### config.mk
export PLATFORM = sky130hd
export DESIGN_NAME = occ_match
export DESIGN_NICKNAME = d
export VERILOG_FILES = /design/src/occ_pkg.sv /design/src/occ_match.sv
export SDC_FILE = /design/constraint.sdc
export NUM_CORES = 1
export LEC_CHECK = 0
export BUFFER_PORTS_ARGS = -buffer_cell sky130_fd_sc_hd__buf_2
export CORE_ASPECT_RATIO = 1.1
export CORE_MARGIN = 3
export CORE_UTILIZATION = 20
export DETAILED_ROUTE_END_ITERATION = 12
export GPL_TIMING_DRIVEN = 0
export PLACE_DENSITY_LB_ADDON = 0.1
export SLEW_MARGIN = 20
export SYNTH_ARGS = -nofsm -noshare
export SYNTH_HDL_FRONTEND = slang
export SYNTH_SLANG_ARGS = --single-unit
### constraint.sdc
create_clock -name vclk -period 0.8
set_input_delay 0.08 -clock vclk [all_inputs]
set_output_delay 0.08 -clock vclk [all_outputs]
set_load 0.01 [all_outputs]
### src/occ_pkg.sv
// ----------------------------------------------------------------------------
// occ_pkg
// types and codes shared by the ordered callback table modules
// ----------------------------------------------------------------------------
`timescale 1ns / 1ps

package occ_pkg;

  localparam int IdW    = 16;
  localparam int OwnerW = 32;
  localparam int PayW   = 32;
  localparam int PosW   = 6;
  localparam int TallyW = 7;

  // request kinds
  localparam logic [2:0] KIND_APPEND = 3'd0;
  localparam logic [2:0] KIND_FIND   = 3'd1;
  localparam logic [2:0] KIND_REMOVE = 3'd2;
  localparam logic [2:0] KIND_ROWNER = 3'd3;
  localparam logic [2:0] KIND_COUNT  = 3'd4;
  localparam logic [2:0] KIND_NTH    = 3'd5;
  localparam logic [2:0] KIND_AT     = 3'd6;
  localparam logic [2:0] KIND_CLEAR  = 3'd7;

  // result status
  localparam logic [1:0] ST_OK        = 2'd0;
  localparam logic [1:0] ST_INVALID   = 2'd1;
  localparam logic [1:0] ST_FULL      = 2'd2;
  localparam logic [1:0] ST_NOT_FOUND = 2'd3;

  typedef struct packed {
    logic [IdW-1:0]    id;
    logic [OwnerW-1:0] owner;
    logic [PayW-1:0]   payload;
  } occ_entry_t;

  typedef struct packed {
    logic id_eq;
    logic owner_eq;
  } occ_cmp_t;

endpackage

### src/occ_match.sv
// ----------------------------------------------------------------------------
// occ_match
// compare unit: checks one stored entry against the request key
// ----------------------------------------------------------------------------
`timescale 1ns / 1ps

module occ_match import occ_pkg::*; (
  input  occ_entry_t        entry_i,
  input  logic [IdW-1:0]    key_id_i,
  input  logic [OwnerW-1:0] key_owner_i,
  output occ_cmp_t          cmp_o
);

  always_comb begin
    cmp_o.id_eq    = (entry_i.id == key_id_i);
    cmp_o.owner_eq = (entry_i.owner == key_owner_i);
  end

endmodule

==> run summary, run 1 <==
The run finished, with violations left. The final reports fail on setup timing. The overall overflow remaining after global route was 0. Leaving out fill and tap cells, the most frequent cells in the layout are buf_2, xor2_1, buf_6. The wire-length estimate of the detail-placed layout is 1.74 mm.

The endpoint type of the worst setup path was an output port. The tightest hold path in the finished design has a slack of 548 ps. Number of vias per cell after detailed routing: 4.28.

The switching fraction of total power is 0.362, and the pre-CTS setup slack is -455 ps. The count of buffers added on input and output ports is 98. The placed instances occupy a cell area of 1050 µm².

The maximum clock rate came out at 0.885 GHz. After clock tree synthesis, the setup repair step added 0 buffers. The largest net degree at the start of global routing was 2; the number of antenna violations at the first check in global routing was 0. Type of the tightest min-delay check: in -> out. The first global-routing pass estimated 2.63 mm of wire. The slew of the pin with the lowest slew margin was 267 ps. The final setup violation count is 2. The fraction of the cycle the final worst path needs is 1.41, and the biggest cell delay along the critical path is 300 ps. In the routed design, unresolved DRC markers number 0. Walking the worst path, the cells encountered are buf_6 > xor2_2 > nor4_2 > nand4_1 > nor2_2 > buf_2. For this design the top-level I/O count stands at 130. The share of post-route cells with drive strength above 1 was 0.698; the layout filler cell count was 233. In the synthesized netlist, the number of instances is 64. The standby leakage power is 0.643 nW. The run gives 0.820 as the max-slew headroom at the worst pin. The number of flip-flops and latches came out at 0. The run gives 619 µm² as the area used by multi-input combinational logic. Total power for the finished layout comes to 577 µW. Synthesis produced a netlist with a net count of 192.

From left edge to right edge, the die measures 54.5 µm. The tools report the number of maximum-capacitance violations as 0. The via count of the first global-routing pass is 777.

The logs give -330 ps for the final critical-path setup slack and 0.103 for the total track usage. Cell type of the slowest stage on the worst timing path: nor4_2. The layout has 0 clock buffers.

The sequential share of power is 0, and the DRC violation total after the first TritonRoute iteration is 0. The total count of max-transition violations in the final report came out at 0. Setup repair after global routing could not meet its margin everywhere. Number of buffer and inverter stages on the critical path: 2. On the critical path the largest part of the delay comes from simple AND/OR/NAND/NOR gates.

With fillers left out, the area of the finished cells amounts to 1230 µm². The core utilization of the finished layout was 0.522; the power per cell area was 467 nW/µm². The final layout contains routed wiring with a total length of 1.97 mm. Summing all flip-flop and latch instances after layout gives 0 µm². Each instance of the synthesized netlist takes up on average 8.09 µm². The repair_antennas step left the layout with diodes totalling 0. The internal portion of the total power is 368 µW. The proportion of power drawn by the clock network is 0. The beginning of the worst hold path was entry_i[75]. Data on the critical path is required at its endpoint by 720 ps. The row count was 18; the via count was 821.

The count of cells in the finished layout, fillers not included, comes to 192. The tools report the sequential area share after synthesis as 0. The core region is 2360 µm². The reported net switching power was 209 µW.

Setup total negative slack on the finished layout was measured at -526 ps. The synthesis-to-layout area growth came out at 138%. The final critical-path required period is 1130 ps, and the number of nets in the layout is 292.

The highest net fanout along the worst path is 1. The setup path with the least slack is of type in -> out. The height of the die was 59.4 µm.

The largest voltage drop on the vdd net came out at 0.000266 V. The count of distinct cell types in the synthesized netlist was 5; the final routed wire length divided by cell count was 10.2 µm. The initial cell density of the core was 0.219. The arrival time at the worst endpoint is 1050 ps.

The worst setup path is launched from an input port. The cell depth of the worst hold path works out to 5. The total placed cells including tap cells is 192.

The run gives 1 as the total iterations of the first detailed-routing run. The most common cell after layout, fill and taps aside is buf_2. The run gives 0 as the number of hold violations in the final report. Mapped cell area: 518 µm². The count of nets left with antenna violations once routing finished came out at 0.

The congestion estimate from routability-driven global placement came to 0.709. For the portion of total power attributed to combinational logic, the log shows 1.000. The die area came out at 3240 µm². For this run, the number of Yosys warnings is 0.

The destination of the worst hold path is cmp_o[1].
worst max-delay path by stage:
stage	start	endpoint	slack (ps)	depth (start not counted)
floorplan	key_owner_i[31]	cmp_o[0]	-40	4
global placement	key_owner_i[31]	cmp_o[0]	-410	6
detailed placement	key_owner_i[31]	cmp_o[0]	-460	6
CTS	entry_i[37]	cmp_o[0]	-360	6
global route	entry_i[63]	cmp_o[0]	-420	6
finish	entry_i[63]	cmp_o[0]	-330	6
power by group through the flow:
stage / registers (mW) / logic [mW] / clock network (mW)
after floorplan: 0 / 0.192 / 0
after global placement: 0 / 0.465 / 0
after CTS: 0 / 0.545 / 0
final: 0 / 0.577 / 0
after detailed placement: 0 / 0.476 / 0
after global routing: 0 / 0.635 / 0
tightest hold or removal path, stage by stage:
cell and delay [ps]:
buf_6 80, xnor2_2 50, nand4_1 70, nor4_2 50, buf_2 130
routing by layer:
| layer | wire length [µm] | GRT usage |
|---|---|---|
| met1 | 531 | 0.0926 |
| met2 | 1090 | 0.234 |
| met3 | 342 | 0.0151 |
| met4 | 0 | 0 |
| met5 | 0 | 0 |
timing repair:
item / CTS / global route
pin swaps: 16 / 12
gates cloned: 0 / 0
hold buffers: 0 / 0
resized for setup: 17 / 10
setup endpoints to repair: 2 / 2
cells by family after synthesis:
group | after synthesis | share of synthesized area
AND/OR/NAND/NOR | 16 | 0.188
XOR/XNOR | 48 | 0.812
synth_stat cells:
cell type / number / area (µm²)
xor2_1: 32 / 280
xnor2_1: 16 / 140
nor4_1: 9 / 56.3
nand4_1: 6 / 37.5
nor2_1: 1 / 3.75
cell type report:
cell class / count / share of cell area
tap: 30 / 0.0304
multi-input combinational: 64 / 0.502
timing repair buffer: 98 / 0.468
No activity file was read; power rests on OpenSTA's default activity.
==> inputs of run 2 (changes only) <==
- CORE_UTILIZATION: 20 -> 23
- clock period: 0.8 -> 1.21 ns (I/O delays scaled with it)
==> run summary, run 2 (synthesis results as in run 1) <==
DRC violation total after the first TritonRoute iteration: 2. In the layout the commonest cells are buf_2, xor2_1, xnor2_1. The logs give 0.571 nW for the standby leakage power and 0 for the number of flip-flops and latches.

Summing all flip-flop and latch instances after layout gives 0 µm². The logs give 17 for the row count and 0.112 for the total track usage. The first global-routing pass estimated 2.72 mm of wire. The type of the tightest min-delay check is in -> out.

Once placement finished, the instance area stood at 1040 µm². The library cell used most frequently in the layout, excluding fill and tap cells, is buf_2. STA classifies the critical path startpoint as an input port.

The area growth from synthesis to layout is 107%. Global routing finished with a remaining overflow of 0. Input and output buffers added on the ports amount to 98. The worst-case IR drop observed on VDD is 0.000178 V. Summing internal, switching and leakage power gives 326 µW. The detail route stage leaves a number of antenna-violating nets equal to 0. Entering global routing, the biggest net connects 2 pins. Power spread over the standard cell area amounts to 303 nW/µm². The number of buffers inserted to repair setup after CTS came out at 0. The number of hold violations in the final report was 0; the wire length after detailed routing was 1.89 mm. Pin placement for this block handled 130 I/O pins.

After detailed routing, the number of vias per cell comes to 4.31. The max-slew headroom at the worst pin was 0.805; the die area was 2860 µm². The run gives 0 as the number of clock buffers in the layout.

The finished cells cover 1070 µm². For the worst setup path, the data required time is 1090 ps. The worst setup path is of the in -> out kind.

Endpoint type of the worst setup path: an output port. The first TritonRoute pass finished after 4 iterations. The tools report the arrival time at the worst endpoint as 1070 ps.

Setup repair after global routing could not meet its margin everywhere. The congestion estimate from routability-driven global placement came to 0.671. In this run the vertical extent of the chip is 55.8 µm.

The via count of the first global-routing pass was 774; the core outline area was 2060 µm². The total count of max-transition violations in the final report was 0; the DRC violation count after routing was 0. After layout, the minimum clock period comes to 1190 ps. The slew of the pin with the lowest slew margin was 291 ps.

The share of post-route cells with drive strength above 1 came out at 0.623. The run finished with clean final reports. The detailed placement HPWL was 1.78 mm.

The final layout contains 292 nets. The initial cell density of the core was 0.251. For the number of diodes added for antenna fixing, the log shows 0. The horizontal die dimension came out at 51.3 µm.

The tools report the final setup violation count as 0. The fraction of the cycle the final worst path needs is 0.985. In the final routed layout, each cell accounts on average for 9.96 µm. The highest net fanout along the worst path was 1.

The via count came out at 818. The logs give 0 for the number of maximum-capacitance violations and 0.839 GHz for the maximum clock rate. The number of antenna violations at the first check in global routing was 0.
run 2: cell count changes in the layout (fill, tap and decap cells not counted):
cell,previous run,this run
nor4_2,5,3
xnor2_2,8,0
xor2_2,1,0
buf_2,84,96
xnor2_1,8,16
buf_6,14,2
nor2_1,0,1
nor4_1,4,6
nor2_2,1,0
xor2_1,31,32
run 2: final cells by class:
class / instances / area (µm²)
Fill cell: 202 / 988
Multi-Input combinational cell: 64 / 537
Tap cell: 28 / 35.0
Timing Repair Buffer: 98 / 503
run 2: path summary, 6_finish.rpt:
path,start,to,cells past startpoint
min,entry_i[77],cmp_o[1],5
max,key_owner_i[25],cmp_o[0],6
run 2: routing by layer:
| metal | track usage | wire, µm | vias up |
|---|---|---|---|
| met5 | 0 | 0 | - |
| met4 | 0 | 0 | 0 |
| met3 | 0.0268 | 346 | 0 |
| met2 | 0.238 | 959 | 64 |
| met1 | 0.109 | 587 | 336 |
| li1 | - | - | 418 |
run 2: power breakdown:
part	leakage (nW)	internal [mW]	switching [mW]
registers	0	0	0
clock network	0	0	0
logic	0.571	0.201	0.125
run 2: timing repair:
item,in CTS,in global routing
hold buffers,0,0
setup endpoints to repair,1,1
pin swaps,9,1
resized for setup,5,0
run 2: critical path, cell delays in order:
cell and delay [ps]:
buf_2 100, xor2_1 150, nor4_1 320, nand4_1 130, nor2_1 110, buf_2 140
run 2: stage by stage:
step / std cells / hold slack (ps) / setup TNS (ps) / setup WS, ps / utilization
2_1_floorplan: 64 / 398 / 0 / 274 / -
3_3_place_gp: 190 / 622 / -27.1 / -27.1 / 0.506
3_5_place_dp: 190 / 620 / -74.5 / -74.5 / 0.506
4_1_cts: 190 / 624 / -3.35 / -3.35 / 0.521
5_1_grt: 190 / 645 / -66.7 / -66.7 / 0.521
6_report: 190 / 612 / 0 / 17.9 / 0.521
